### src/aes128_ofb_two_channel_stream_assert.svh
// Assertion macros for the two-channel AES-128 OFB stream block.
`ifndef AES128_OFB_TWO_CHANNEL_STREAM_ASSERT_SVH
`define AES128_OFB_TWO_CHANNEL_STREAM_ASSERT_SVH
`ifndef SYNTH
`define AOFB_ASSERT_SAME(lbl, ante, cons) \
    lbl: assert property (@(posedge aclk) disable iff (!aresetn) (ante) |-> (cons)) \
        else $error("assertion failed");
`define AOFB_ASSERT_NEXT(lbl, ante, cons) \
    lbl: assert property (@(posedge aclk) disable iff (!aresetn) (ante) |=> (cons)) \
        else $error("assertion failed");
`else
`define AOFB_ASSERT_SAME(lbl, ante, cons)
`define AOFB_ASSERT_NEXT(lbl, ante, cons)
`endif
`endif

### src/aofb_pkg.sv
// Package with AES-128 tables, round functions and shared types.
`timescale 1ns / 1ps
`default_nettype none
package aofb_pkg;

    localparam int BLOCK_BYTES = 16;
    localparam int BLOCK_BITS  = 128;
    localparam logic [3:0] LAST_ROUND = 4'd10;

    localparam logic [1:0] REG_KEY_ONE_HIGH = 2'd0;
    localparam logic [1:0] REG_KEY_ONE_LOW  = 2'd1;
    localparam logic [1:0] REG_KEY_TWO_HIGH = 2'd2;
    localparam logic [1:0] REG_KEY_TWO_LOW  = 2'd3;

    typedef struct packed {
        logic                  avail;
        logic [BLOCK_BITS-1:0] ks;
    } ks_stat_t;

    localparam logic [7:0] SBOX_TAB [0:255] = '{
        8'h63,8'h7c,8'h77,8'h7b,8'hf2,8'h6b,8'h6f,8'hc5,8'h30,8'h01,8'h67,8'h2b,8'hfe,8'hd7,8'hab,8'h76,
        8'hca,8'h82,8'hc9,8'h7d,8'hfa,8'h59,8'h47,8'hf0,8'had,8'hd4,8'ha2,8'haf,8'h9c,8'ha4,8'h72,8'hc0,
        8'hb7,8'hfd,8'h93,8'h26,8'h36,8'h3f,8'hf7,8'hcc,8'h34,8'ha5,8'he5,8'hf1,8'h71,8'hd8,8'h31,8'h15,
        8'h04,8'hc7,8'h23,8'hc3,8'h18,8'h96,8'h05,8'h9a,8'h07,8'h12,8'h80,8'he2,8'heb,8'h27,8'hb2,8'h75,
        8'h09,8'h83,8'h2c,8'h1a,8'h1b,8'h6e,8'h5a,8'ha0,8'h52,8'h3b,8'hd6,8'hb3,8'h29,8'he3,8'h2f,8'h84,
        8'h53,8'hd1,8'h00,8'hed,8'h20,8'hfc,8'hb1,8'h5b,8'h6a,8'hcb,8'hbe,8'h39,8'h4a,8'h4c,8'h58,8'hcf,
        8'hd0,8'hef,8'haa,8'hfb,8'h43,8'h4d,8'h33,8'h85,8'h45,8'hf9,8'h02,8'h7f,8'h50,8'h3c,8'h9f,8'ha8,
        8'h51,8'ha3,8'h40,8'h8f,8'h92,8'h9d,8'h38,8'hf5,8'hbc,8'hb6,8'hda,8'h21,8'h10,8'hff,8'hf3,8'hd2,
        8'hcd,8'h0c,8'h13,8'hec,8'h5f,8'h97,8'h44,8'h17,8'hc4,8'ha7,8'h7e,8'h3d,8'h64,8'h5d,8'h19,8'h73,
        8'h60,8'h81,8'h4f,8'hdc,8'h22,8'h2a,8'h90,8'h88,8'h46,8'hee,8'hb8,8'h14,8'hde,8'h5e,8'h0b,8'hdb,
        8'he0,8'h32,8'h3a,8'h0a,8'h49,8'h06,8'h24,8'h5c,8'hc2,8'hd3,8'hac,8'h62,8'h91,8'h95,8'he4,8'h79,
        8'he7,8'hc8,8'h37,8'h6d,8'h8d,8'hd5,8'h4e,8'ha9,8'h6c,8'h56,8'hf4,8'hea,8'h65,8'h7a,8'hae,8'h08,
        8'hba,8'h78,8'h25,8'h2e,8'h1c,8'ha6,8'hb4,8'hc6,8'he8,8'hdd,8'h74,8'h1f,8'h4b,8'hbd,8'h8b,8'h8a,
        8'h70,8'h3e,8'hb5,8'h66,8'h48,8'h03,8'hf6,8'h0e,8'h61,8'h35,8'h57,8'hb9,8'h86,8'hc1,8'h1d,8'h9e,
        8'he1,8'hf8,8'h98,8'h11,8'h69,8'hd9,8'h8e,8'h94,8'h9b,8'h1e,8'h87,8'he9,8'hce,8'h55,8'h28,8'hdf,
        8'h8c,8'ha1,8'h89,8'h0d,8'hbf,8'he6,8'h42,8'h68,8'h41,8'h99,8'h2d,8'h0f,8'hb0,8'h54,8'hbb,8'h16
    };

    function automatic logic [7:0] sbox(input logic [7:0] a);
        return SBOX_TAB[a];
    endfunction

    function automatic logic [7:0] xtime(input logic [7:0] a);
        return {a[6:0], 1'b0} ^ (a[7] ? 8'h1b : 8'h00);
    endfunction

    function automatic logic [7:0] rcon(input logic [3:0] round);
        logic [7:0] r;
        case (round)
            4'd1:    r = 8'h01;
            4'd2:    r = 8'h02;
            4'd3:    r = 8'h04;
            4'd4:    r = 8'h08;
            4'd5:    r = 8'h10;
            4'd6:    r = 8'h20;
            4'd7:    r = 8'h40;
            4'd8:    r = 8'h80;
            4'd9:    r = 8'h1b;
            4'd10:   r = 8'h36;
            default: r = 8'h00;
        endcase
        return r;
    endfunction

    // Next round key from the previous one; word 0 sits in the top bits.
    function automatic logic [127:0] key_next(input logic [127:0] rk, input logic [7:0] rc);
        logic [31:0] t;
        logic [31:0] n0, n1, n2, n3;
        t  = {sbox(rk[23:16]) ^ rc, sbox(rk[15:8]), sbox(rk[7:0]), sbox(rk[31:24])};
        n0 = rk[127:96] ^ t;
        n1 = rk[95:64] ^ n0;
        n2 = rk[63:32] ^ n1;
        n3 = rk[31:0] ^ n2;
        return {n0, n1, n2, n3};
    endfunction

    // One full round; the last round leaves out the column mix.
    function automatic logic [127:0] aes_round(input logic [127:0] s, input logic [127:0] rk,
                                               input logic last);
        logic [7:0]   t [16];
        logic [7:0]   a0, a1, a2, a3, all;
        logic [127:0] r;
        int           c, rw, i;
        for (c = 0; c < 4; c++) begin
            for (rw = 0; rw < 4; rw++) begin
                t[c*4+rw] = sbox(s[127-8*((((c+rw)&3)*4)+rw) -: 8]);
            end
        end
        if (!last) begin
            for (c = 0; c < 4; c++) begin
                a0  = t[c*4];
                a1  = t[c*4+1];
                a2  = t[c*4+2];
                a3  = t[c*4+3];
                all = a0 ^ a1 ^ a2 ^ a3;
                t[c*4]   = a0 ^ all ^ xtime(a0 ^ a1);
                t[c*4+1] = a1 ^ all ^ xtime(a1 ^ a2);
                t[c*4+2] = a2 ^ all ^ xtime(a2 ^ a3);
                t[c*4+3] = a3 ^ all ^ xtime(a3 ^ a0);
            end
        end
        for (i = 0; i < 16; i++) begin
            r[127-8*i -: 8] = t[i] ^ rk[127-8*i -: 8];
        end
        return r;
    endfunction

endpackage
`default_nettype wire

### src/aofb_merge.sv
// Merging stage: picks the channel keystream, XORs, masks and registers the result.
`timescale 1ns / 1ps
`default_nettype none
module aofb_merge (
    input  wire logic           aclk,
    input  wire logic           aresetn,
    input  wire logic           load,
    input  wire logic           channel,
    input  wire logic [63:0]    data_high,
    input  wire logic [63:0]    data_low,
    input  wire logic [4:0]     byte_count,
    input  aofb_pkg::ks_stat_t  stat_one,
    input  aofb_pkg::ks_stat_t  stat_two,
    output logic                out_free,
    output logic                m_valid,
    input  wire logic           m_ready,
    output logic [63:0]         m_result_high,
    output logic [63:0]         m_result_low,
    output logic [4:0]          m_result_count
);

    logic         m_valid_reg, m_valid_next;
    logic [127:0] res_reg;
    logic [4:0]   count_reg;
    logic [4:0]   count_sat;
    logic [127:0] ks;
    logic [127:0] mask;
    logic [127:0] res;

    assign count_sat = (byte_count > 5'd16) ? 5'd16 : byte_count;
    assign ks        = channel ? stat_two.ks : stat_one.ks;

    always_comb begin
        for (int i = 0; i < aofb_pkg::BLOCK_BYTES; i++) begin
            mask[127-8*i -: 8] = ({1'b0, 4'(i)} < count_sat) ? 8'hff : 8'h00;
        end
    end

    assign res          = ({data_high, data_low} ^ ks) & mask;
    assign out_free     = !m_valid_reg || m_ready;
    assign m_valid_next = load || (m_valid_reg && !m_ready);

    always_ff @(posedge aclk) begin
        if (!aresetn) begin
            m_valid_reg <= 1'b0;
        end else begin
            m_valid_reg <= m_valid_next;
        end
        if (load) begin
            res_reg   <= res;
            count_reg <= count_sat;
        end
    end

    assign m_valid        = m_valid_reg;
    assign m_result_high  = res_reg[127:64];
    assign m_result_low   = res_reg[63:0];
    assign m_result_count = count_reg;

endmodule
`default_nettype wire

### config.mk
export PLATFORM = sky130hd
export DESIGN_NAME = aofb_merge
export DESIGN_NICKNAME = d
export VERILOG_FILES = /design/src/aes128_ofb_two_channel_stream_assert.svh /design/src/aofb_pkg.sv /design/src/aofb_merge.sv
export SDC_FILE = /design/constraint.sdc
export NUM_CORES = 1
export LEC_CHECK = 0
export BUFFER_PORTS_ARGS = -buffer_cell sky130_fd_sc_hd__buf_2
export CAP_MARGIN = 20
export CORE_AREA = 2 2 205 207
export CTS_CLUSTER_DIAMETER = 120
export CTS_CLUSTER_SIZE = 8
export DETAILED_ROUTE_END_ITERATION = 12
export DIE_AREA = 0 0 207 209
export GPL_ROUTABILITY_DRIVEN = 0
export GPL_TIMING_DRIVEN = 1
export MAX_ROUTING_LAYER = met4
export PLACE_DENSITY_LB_ADDON = 0.3
export SLEW_MARGIN = 5
export SYNTH_ARGS = -nofsm -noshare
export SYNTH_HDL_FRONTEND = slang
export SYNTH_SLANG_ARGS = --single-unit
### constraint.sdc
create_clock -name aclk -period 1.5 [get_ports aclk]
set_input_delay 0.3 -clock aclk [delete_from_list [all_inputs] [get_ports aclk]]
set_output_delay 0.3 -clock aclk [all_outputs]
set_load 0.01 [all_outputs]
==> summary.md, run 1 <==
| Metric | Value |
|---|---|
| DR vias | 6437 |
| Grt ovf | 0 |
| Peak VDD IR | 0.558 mV |
| Commonest non-fill, non-tap cell in the layout | buf_2 |
| Synth Instances | 566 |
| Max-cap violations | 0 |
| Leakage power | ~5.7 nW |
| Met2 usage | between 20 and 25% |
| Crit Path Class | reg -> out |
| Crit path capture type | primary output |
| FF-to-FF setup slack | around 0.9 ns |
| Global-route wire length before repair | between 40 and 50 mm |
| Crit-path slowest cell | edfxtp_1 |
| I/O pin cnt | 531 |
| Post-route cell area | 0.0119 mm2 |
| Post-route ant nets | 0 |
| Setup repair bufs after CTS | 0 |
| Layout cells sized above 1 | 54.7% |
| Placement row count | 75 |
| Deepest clock path buffer count | 2 |
| Sw Share | 26.3% |
| Worst Skew | 0 ns |
| PortBufs | 528 |
| Vias/cell | approximately 3.7 |
| DP Area | 0.0113 mm2 |
| Nets | 1561 |
| Pre-CTS setup slack | -0.156 ns |
| Commonest cells after routing, fill and taps aside | buf_2 (526), edfxtp_1 (133), mux2i_1 (128), nor2_1 (121), xor2_1 (120) |
| Die area | between 0.04 and 0.05 mm2 |
| Post-synth cell types | 28 |
| Syn nets | 962 |
| Syn_area_per_cell | 13.2 um2 |
| Cells along the critical path | buf_2 |
| Final HPWL DP | 22.9 mm |
| Fmax | 757 MHz |
| Clk slew on worst S/H paths | around 0.060 ns |
| Worst slew margin | roughly four fifths |
| Pre-antenna DRT Iters | 4 |
| Wirelength, routed | 27.3 mm |
| Width of the die | 207 um |
| Clock Root Buffer | clkbuf_16 |
| Initial Utilization | 18.1% |
| Vias in the first global route | 6956 |
| CTS Sinks | around 130 |
| Final Hold Viols | 0 |
| Die Span Y | 209 um |
| Final setup vio count | 0 |
| Initial antenna violation count | 6 |
| Measured slew at the worst slew-check pin | 0.291 ns |
| Final worst-path cycle share | slightly below 90% |
| Iteration-0 DRC Markers | 216 |
| Max reg flops | 128 |
| Psw | 3.10 mW |
| Int Power | 8.67 mW |
| Multi-input gate area | 0.00316 mm2 |
| GR Util met1 | 13.9% |
| Fin. max-slew vios | 0 |
| YS warnings | 0 |
| Combinational Power Share | around 22% |
| Wire per inst | 15.8 um |
| Startpoint Class | flip-flop |
| H-tree levels | 4 |
| Status | complete, no violations |
| Register area | 0.00401 mm2 |
| Top delay family on crit path | flip-flops |
| Power per cell area | 989 mW/mm2 |
| Buf/Inv on CP | 1 |
| Worst Hold Class | in -> reg |
| Synth Cell Area | 0.00749 mm2 |
| CP peak stage delay | 0.42 ns |
| Inserted Clock Buffers | 17 |
| Total core area | around 0.041 mm2 |
| Post-CTS Hold Buffers | 0 |
| Fin worst setup slack | 0.180 ns |
| Clock share of power | between 30% and 40% |
| Sequential power share | about two fifths |
| Latest clock arrival within the worst-skew pair | 0.42 ns |
| RSZ-0062 raised after global routing | no |
| Layout Area Growth over Synthesis | 59.0% |
| DRC | 0 |
| Worst EP required | 1.20 ns |
| CTS tree | yes |
| Most Crowded Layer GR | met2 |
| Met3 usage | 4.13% |
| Post-cts sizing count | 0 |
| All-Layer GR Usage | 12.9% |
| Seq cells post-synth | 134 |
| Fill cells | between 4000 and 5000 |
| Post-layout minimum cycle time | 1.32 ns |
| Crit-path max FO | 1 |
| Seq/Total Area, Yosys | between 50 and 60% |
| Worst Path Arrival | 1.02 ns |
| Largest net degree at the start of global routing | 37 |
-- worst paths after layout --
kind	startpoint	end	cells after the start
min	aresetn	m_valid$_SDFF_PN0_	2
max reg2reg	m_valid$_SDFF_PN0_	m_valid$_SDFF_PN0_	2
min reg2reg	m_valid$_SDFF_PN0_	m_valid$_SDFF_PN0_	2
max	res_reg[120]$_DFFE_PP_	m_result_high[56]	1
-- cells in the mapped netlist --
cell,count,area share [%]
nor2_1,121,6.1
buf_2,1,0.067
buf_12,13,3.5
edfxtp_1,133,53
buf_6,2,0.30
a41oi_2,1,0.22
a31oi_1,1,0.084
buf_4,2,0.20
nor2_2,3,0.25
and2_1,8,0.67
xor2_1,120,14
nand2b_1,1,0.084
or2_4,2,0.23
clkbuf_1,2,0.10
a21oi_4,3,0.65
or2_1,1,0.084
xnor2_1,8,0.94
or3_1,1,0.084
a21o_2,1,0.12
a31oi_4,2,0.57
nor2b_1,4,0.33
a21oi_2,3,0.35
mux2i_1,128,17
a21boi_0,1,0.10
a21oi_1,1,0.067
dfxtp_1,1,0.27
inv_1,1,0.050
or3_4,1,0.15
-- cells by family (layout without fill, tap and decap cells) --
kind of cell / after synthesis / in the layout / share of synthesized area, %
xor+xnor: 128 / 128 / 15.0
flops: 134 / 134 / 53.6
other cells: 0 / 6 / 0
buf+inv: 21 / 632 / 4.19
compound gates: 13 / 13 / 2.16
simple gates: 142 / 142 / 7.95
mux: 128 / 128 / 17.1
-- metal layers --
layer | up-vias | share of wire, %
li1 | 3186 | -
met1 | 2950 | 40
met2 | 283 | 52
met3 | 18 | 7.2
met4 | 0 | 1.3
met5 | - | 0
-- per-stage QoR --
step	hold WS, ns	power [mW]	std cells	utilization, %	setup TNS [ns]
floorplan	0.412	5.97	566	-	0
global placement	0.507	7.45	1685	27.3	-1.08
detailed placement	0.498	7.47	1685	27.3	-1.67
CTS	0.113	12.0	1716	28.8	0
global route	0.121	12.4	1722	28.8	0
finish	0.150	11.8	1722	28.8	0
-- worst reg2reg max path: stages (launching register included) --
cell and delay (ns):
dfxtp_1 0.32, nand2b_1 0.06, a21boi_0 0.16
-- area by class of cell --
class | count | share of cell area, %
well taps | 539 | 5.67
flip-flops and latches | 134 | 33.7
repair buffers | 600 | 28.7
multi-input cells | 411 | 26.5
diodes | 6 | 0.126
clock inverters | 11 | 1.49
clock buffers | 20 | 3.67
inverters | 1 | 0.0315
-- power by group through the flow --
stage	clock, mW	combinational [mW]	sequential (mW)
6_report	4.43	2.59	4.75
5_1_grt	4.75	2.84	4.79
4_1_cts	4.62	2.65	4.76
3_5_place_dp	0	2.65	4.83
3_3_place_gp	0	2.63	4.81
2_1_floorplan	0	0.907	5.07
(Power assumes the default switching activity.)
==> run 2, diff against run 1 <==
==> constraint.sdc (replaced) <==
create_clock -name aclk -period 1.5 [get_ports aclk]
set_input_delay 0.225 -clock aclk [delete_from_list [all_inputs] [get_ports aclk]]
set_output_delay 0.225 -clock aclk [all_outputs]
set_load 0.01 [all_outputs]
==> summary.md, run 2 (synthesis gave the netlist of run 1 again) <==
| Metric | Value |
|---|---|
| Crit Path Class | reg -> out |
| Setup repair bufs after CTS | 0 |
| Fill cells | 4402 |
| Post-CTS Hold Buffers | 0 |
| Vias in the first global route | approximately 6800 |
| Worst EP required | ~1.3 ns |
| Global-route wire length before repair | 40.0 mm |
| Worst Skew | 0 ns |
| Top delay family on crit path | flip-flops |
| H-tree levels | 4 |
| Power per cell area | 996 mW/mm2 |
| Largest net degree at the start of global routing | 54 |
| Fin. max-slew vios | 0 |
| Layout cells sized above 1 | 54.3% |
| Placed Cells | 1676 |
| Post-cts sizing count | 0 |
| Startpoint Class | flip-flop |
| Clk slew on worst S/H paths | 0.06 ns |
| Worst slew margin | 77.8% |
| Worst Path Arrival | approximately 1.0 ns |
| Crit path capture type | primary output |
| Measured slew at the worst slew-check pin | 0.334 ns |
| Die area | 0.0433 mm2 |
| DP Area | 0.0112 mm2 |
| Die Span Y | 209 um |
| Layout Area Growth over Synthesis | 57.7% |
| CTS tree | yes |
| Latest clock arrival within the worst-skew pair | 0.43 ns |
| Post-layout minimum cycle time | about 1.2 ns |
| Wire per inst | between 15 and 20 um |
| Final Hold Viols | 0 |
| Final core utilization | roughly 29% |
| CP peak stage delay | 0.42 ns |
| Fin worst setup slack | 0.256 ns |
| Post-route ant nets | 0 |
| Placement row count | 75 |
| Deepest clock path buffer count | 2 |
| Vias/cell | around 3.8 |
| Total core area | 0.0413 mm2 |
| Buf/Inv on CP | 1 |
| DRC | 0 |
| Inserted Clock Buffers | 17 |
| Final worst hold slack | 0.0730 ns |
| Iteration-0 DRC Markers | 207 |
| Crit-path slowest cell | edfxtp_1 |
| Initial Utilization | 18.1% |
| Width of the die | a little over 200 um |
| Crit-path max FO | 1 |
| Wirelength, routed | 27.3 mm |
| PortBufs | 528 |
| Peak VDD IR | 0.626 mV |
| Leakage power | 5.67 nW |
| FF-to-FF setup slack | 0.83 ns |
| RSZ-0062 raised after global routing | no |
| Worst Hold Class | in -> reg |
| Pre-antenna DRT Iters | 4 |
| Initial antenna violation count | 6 |
| Commonest cells after routing, fill and taps aside | buf_2 (526), edfxtp_1 (133), mux2i_1 (128), nor2_1 (121), xor2_1 (120) |
| DR vias | 6455 |
| All-Layer GR Usage | 12.9% |
| Status | complete, no violations |
| Final HPWL DP | 22.7 mm |
| Max-cap violations | 0 |
| Commonest non-fill, non-tap cell in the layout | buf_2 |
| Final worst-path cycle share | 82.9% |
| Clock Root Buffer | clkbuf_16 |
| Final setup vio count | 0 |
| Fmax | 804 MHz |
| Grt ovf | 0 |
| I/O pin cnt | 531 |
| Non-filler cells, final | 1714 |
| Pre-CTS setup slack | -0.0782 ns |
| Nets | 1552 |
| Post-route cell area | 0.0118 mm2 |
| Max reg flops | about 130 |
| CTS Sinks | about 130 |
| Cells along the critical path | buf_2 |
-- run 2: cell types whose count changed in the layout (fill, tap and decap cells not counted) --
cell / previous run / this run
buf_12: 18 / 16
buf_4: 54 / 47
clkbuf_1: 3 / 2
clkinv_1: 0 / 2
clkinv_2: 0 / 1
clkinv_4: 4 / 3
-- run 2: power breakdown --
part           switching, mW  internal (mW)  leakage (nW)
Combinational           1.34           1.22          4.08
Sequential             0.103           4.65          1.30
Clock                   1.68           2.77         0.288
-- run 2: path summary, 6_finish.rpt --
kind | to | start | cells after the start
worst min-delay path | m_valid$_SDFF_PN0_ | aresetn | 2
worst max register to register | m_valid$_SDFF_PN0_ | m_valid$_SDFF_PN0_ | 2
worst min register to register | m_valid$_SDFF_PN0_ | m_valid$_SDFF_PN0_ | 2
worst max-delay path | m_result_high[56] | res_reg[120]$_DFFE_PP_ | 1
-- run 2: routing by layer --
layer,GRT usage (%),share of wire [%],vias up
met2,21.8,50,285
met4,4.90,2.5,0
met3,4.25,7.0,31
met5,-,0,-
met1,14.0,40,2963
li1,-,-,3176
-- run 2: cell type report --
| cell class | count | area [um2] | share of cell area [%] |
|---|---|---|---|
| antenna | 6 | 15.0 | 0.127 |
| clock buffer | 19 | 433 | 3.67 |
| clock inverter | 13 | 181 | 1.54 |
| inverter | 1 | 3.75 | 0.0318 |
| multi-input combinational | 411 | 3160 | 26.8 |
| sequential | 134 | 4010 | 34.0 |
| tap | 539 | 674 | 5.71 |
| timing repair buffer | 591 | 3330 | 28.2 |
-- run 2: stage by stage --
stage,setup TNS [ns],power (mW)
finish,0,11.8
global route,0,12.4
CTS,0,12.0
detailed placement,-0.212,7.45
global placement,-0.179,7.42
floorplan,0,5.97
==> run 3, diff against run 2 <==
--- a/config.mk
+++ b/config.mk
@@ -7,11 +7,11 @@
 export LEC_CHECK = 0
 export BUFFER_PORTS_ARGS = -buffer_cell sky130_fd_sc_hd__buf_2
 export CAP_MARGIN = 20
-export CORE_AREA = 2 2 205 207
+export CORE_AREA = 2 2 204 206
 export CTS_CLUSTER_DIAMETER = 120
 export CTS_CLUSTER_SIZE = 8
 export DETAILED_ROUTE_END_ITERATION = 12
-export DIE_AREA = 0 0 207 209
+export DIE_AREA = 0 0 206 208
 export GPL_ROUTABILITY_DRIVEN = 0
 export GPL_TIMING_DRIVEN = 1
 export MAX_ROUTING_LAYER = met4
==> constraint.sdc (replaced) <==
create_clock -name aclk -period 1.1 [get_ports aclk]
set_input_delay 0.165 -clock aclk [delete_from_list [all_inputs] [get_ports aclk]]
set_output_delay 0.165 -clock aclk [all_outputs]
set_load 0.01 [all_outputs]
==> summary.md, run 3 (synthesis gave the netlist of run 1 again) <==
| Metric | Value |
|---|---|
| Worst slew margin | around 78% |
| Power per cell area | ~1300 mW/mm2 |
| Commonest non-fill, non-tap cell in the layout | buf_2 |
| Final Total Pwr | 16.1 mW |
| Grt ovf | 0 |
| Initial antenna violation count | 1 |
| Total core area | 0.0406 mm2 |
| Worst Skew | 0 ns |
| Measured slew at the worst slew-check pin | between 0.3 and 0.4 ns |
| Layout cells sized above 1 | 54.7% |
| All-Layer GR Usage | around an eighth |
| Final worst-path cycle share | 108% |
| Non-filler cells, final | roughly 1700 |
| Fmax | 838 MHz |
| Max reg flops | 128 |
| Final HPWL DP | roughly 22 mm |
| Failing checks | setup timing |
| FF-to-FF setup slack | 0.47 ns |
| Die area | around 0.043 mm2 |
| Leakage power | 5.74 nW |
| Layout Area Growth over Synthesis | 59.7% |
| Startpoint Class | flip-flop |
| Post-layout minimum cycle time | 1.19 ns |
| Worst EP required | 0.94 ns |
| Max-cap violations | 0 |
| Hold EP | m_valid$_SDFF_PN0_ |
| Post-route ant nets | 0 |
| Pre-antenna DRT Iters | 4 |
| Final Hold Viols | 0 |
| Clock Root Buffer | clkbuf_16 |
| Global-route wire length before repair | 38.1 mm |
| R2r startpoint | m_valid$_SDFF_PN0_ |
| Wirelength, routed | 27.0 mm |
| Crit-path max FO | 1 |
| DR vias | roughly 6500 |
| Inserted Clock Buffers | 17 |
| Setup repair bufs after CTS | 0 |
| CP peak stage delay | ~0.43 ns |
| Deepest clock path buffer count | 2 |
| Pre-CTS setup slack | -0.338 ns |
| Register area | 0.00402 mm2 |
| RSZ-0062 raised after global routing | yes |
| Fin. max-slew vios | 0 |
| Largest net degree at the start of global routing | 39 |
| Wire per inst | 15.8 um |
| Fill cells | 4276 |
| Latest clock arrival within the worst-skew pair | approximately 0.43 ns |
| Crit Path Class | reg -> out |
| Peak VDD IR | ~1.0 mV |
| DRC | 0 |
| PortBufs | about 530 |
| Buf/Inv on CP | 1 |
| Initial Utilization | a little under a fifth |
| Top delay family on crit path | flip-flops |
| Reg-to-reg endpoint | m_valid$_SDFF_PN0_ |
| Worst Hold Class | in -> reg |
| Die Span Y | 208 um |
| Nets | 1560 |
| Cells along the critical path | buf_2 |
| Iteration-0 DRC Markers | 205 |
| Crit path capture type | primary output |
| H-tree levels | 4 |
| Status | finished with violations |
| Placed Cells | 1676 |
| Placement row count | 74 |
| CTS Sinks | 134 |
| Clk slew on worst S/H paths | roughly 0.06 ns |
| R2R depth | 2 |
| Worst Path Arrival | 1.03 ns |
| Width of the die | between 200 and 250 um |
| Hold_sp | m_ready |
| Multi-input gate area | approximately 0.0032 mm2 |
| Crit-path slowest cell | edfxtp_1 |
| Fin worst setup slack | -0.0928 ns |
| Vias in the first global route | between 6000 and 7000 |
| I/O pin cnt | 531 |
| Commonest cells after routing, fill and taps aside | buf_2 (516), edfxtp_1 (133), mux2i_1 (128), nor2_1 (121), xor2_1 (120) |
| Vias/cell | 3.77 |
| Hold Path Depth | 3 |
| CTS tree | yes |
| Final setup vio count | 76 |
==> run 3: repair_timing <==
action | 4_1_cts | 5_1_grt
hold buffers | 1 | 0
pin swaps | 0 | 0
resized for setup | 6 | 11
setup endpoints to repair | 135 | 135
endpoints found under the hold margin | 1 | 0
==> run 3: where the power goes <==
| part | internal [mW] | total (mW) | switching (mW) | leakage [nW] |
|---|---|---|---|---|
| Sequential | 6.34 | 6.49 | 0.157 | 1.30 |
| Clock | 3.77 | 6.07 | 2.30 | 0.294 |
| Combinational | 1.75 | 3.56 | 1.81 | 4.15 |
| Total | 11.9 | 16.1 | 4.27 | 5.74 |
==> run 3: final cells by class <==
type / count / share of cell area (%)
repair buffers: 599 / 29.0
multi-input cells: 411 / 26.7
inverters: 1 / 0.0314
clock inverters: 14 / 1.53
diodes: 1 / 0.0209
clock buffers: 18 / 3.59
flip-flops and latches: 134 / 33.6
well taps: 532 / 5.57
==> run 3: through the flow <==
step / setup TNS, ns / hold slack [ns] / utilization (%) / cell area (um2)
after floorplan: -1.05 / 0.277 / - / 7550
after global placement: -29.73 / 0.424 / 27.8 / 11300
after detailed placement: -30.88 / 0.430 / 27.8 / 11300
after CTS: -6.92 / -0.00510 / 29.4 / 11900
after global routing: -8.92 / 0.00106 / 29.5 / 12000
final: -1.58 / 0.0239 / 29.5 / 12000
==> run 3: routing by layer <==
| metal | GRT usage (%) | share of wire (%) | wire length [um] | up-vias |
|---|---|---|---|---|
| met5 | - | 0 | 0 | - |
| met4 | 4.01 | 1.5 | 415 | 0 |
| met3 | 3.09 | 6.5 | 1740 | 21 |
| met2 | 22.0 | 52 | 13900 | 277 |
| met1 | 13.6 | 40 | 10900 | 2974 |
| li1 | - | - | - | 3178 |
==> run 3: how the worst max path moves through the flow <==
stage                           from                      to  slack (ns)  cells after the start
6_report       res_reg[50]$_DFFE_PP_        m_result_low[50]       -0.09                      1
4_1_cts        res_reg[50]$_DFFE_PP_        m_result_low[50]       -0.17                      1
2_1_floorplan          byte_count[1]   res_reg[56]$_DFFE_PP_       -0.02                      4
3_3_place_gp                 channel   res_reg[95]$_DFFE_PP_       -0.34                      6
3_5_place_dp                 channel  res_reg[124]$_DFFE_PP_       -0.34                      6
5_1_grt        res_reg[50]$_DFFE_PP_        m_result_low[50]       -0.15                      1
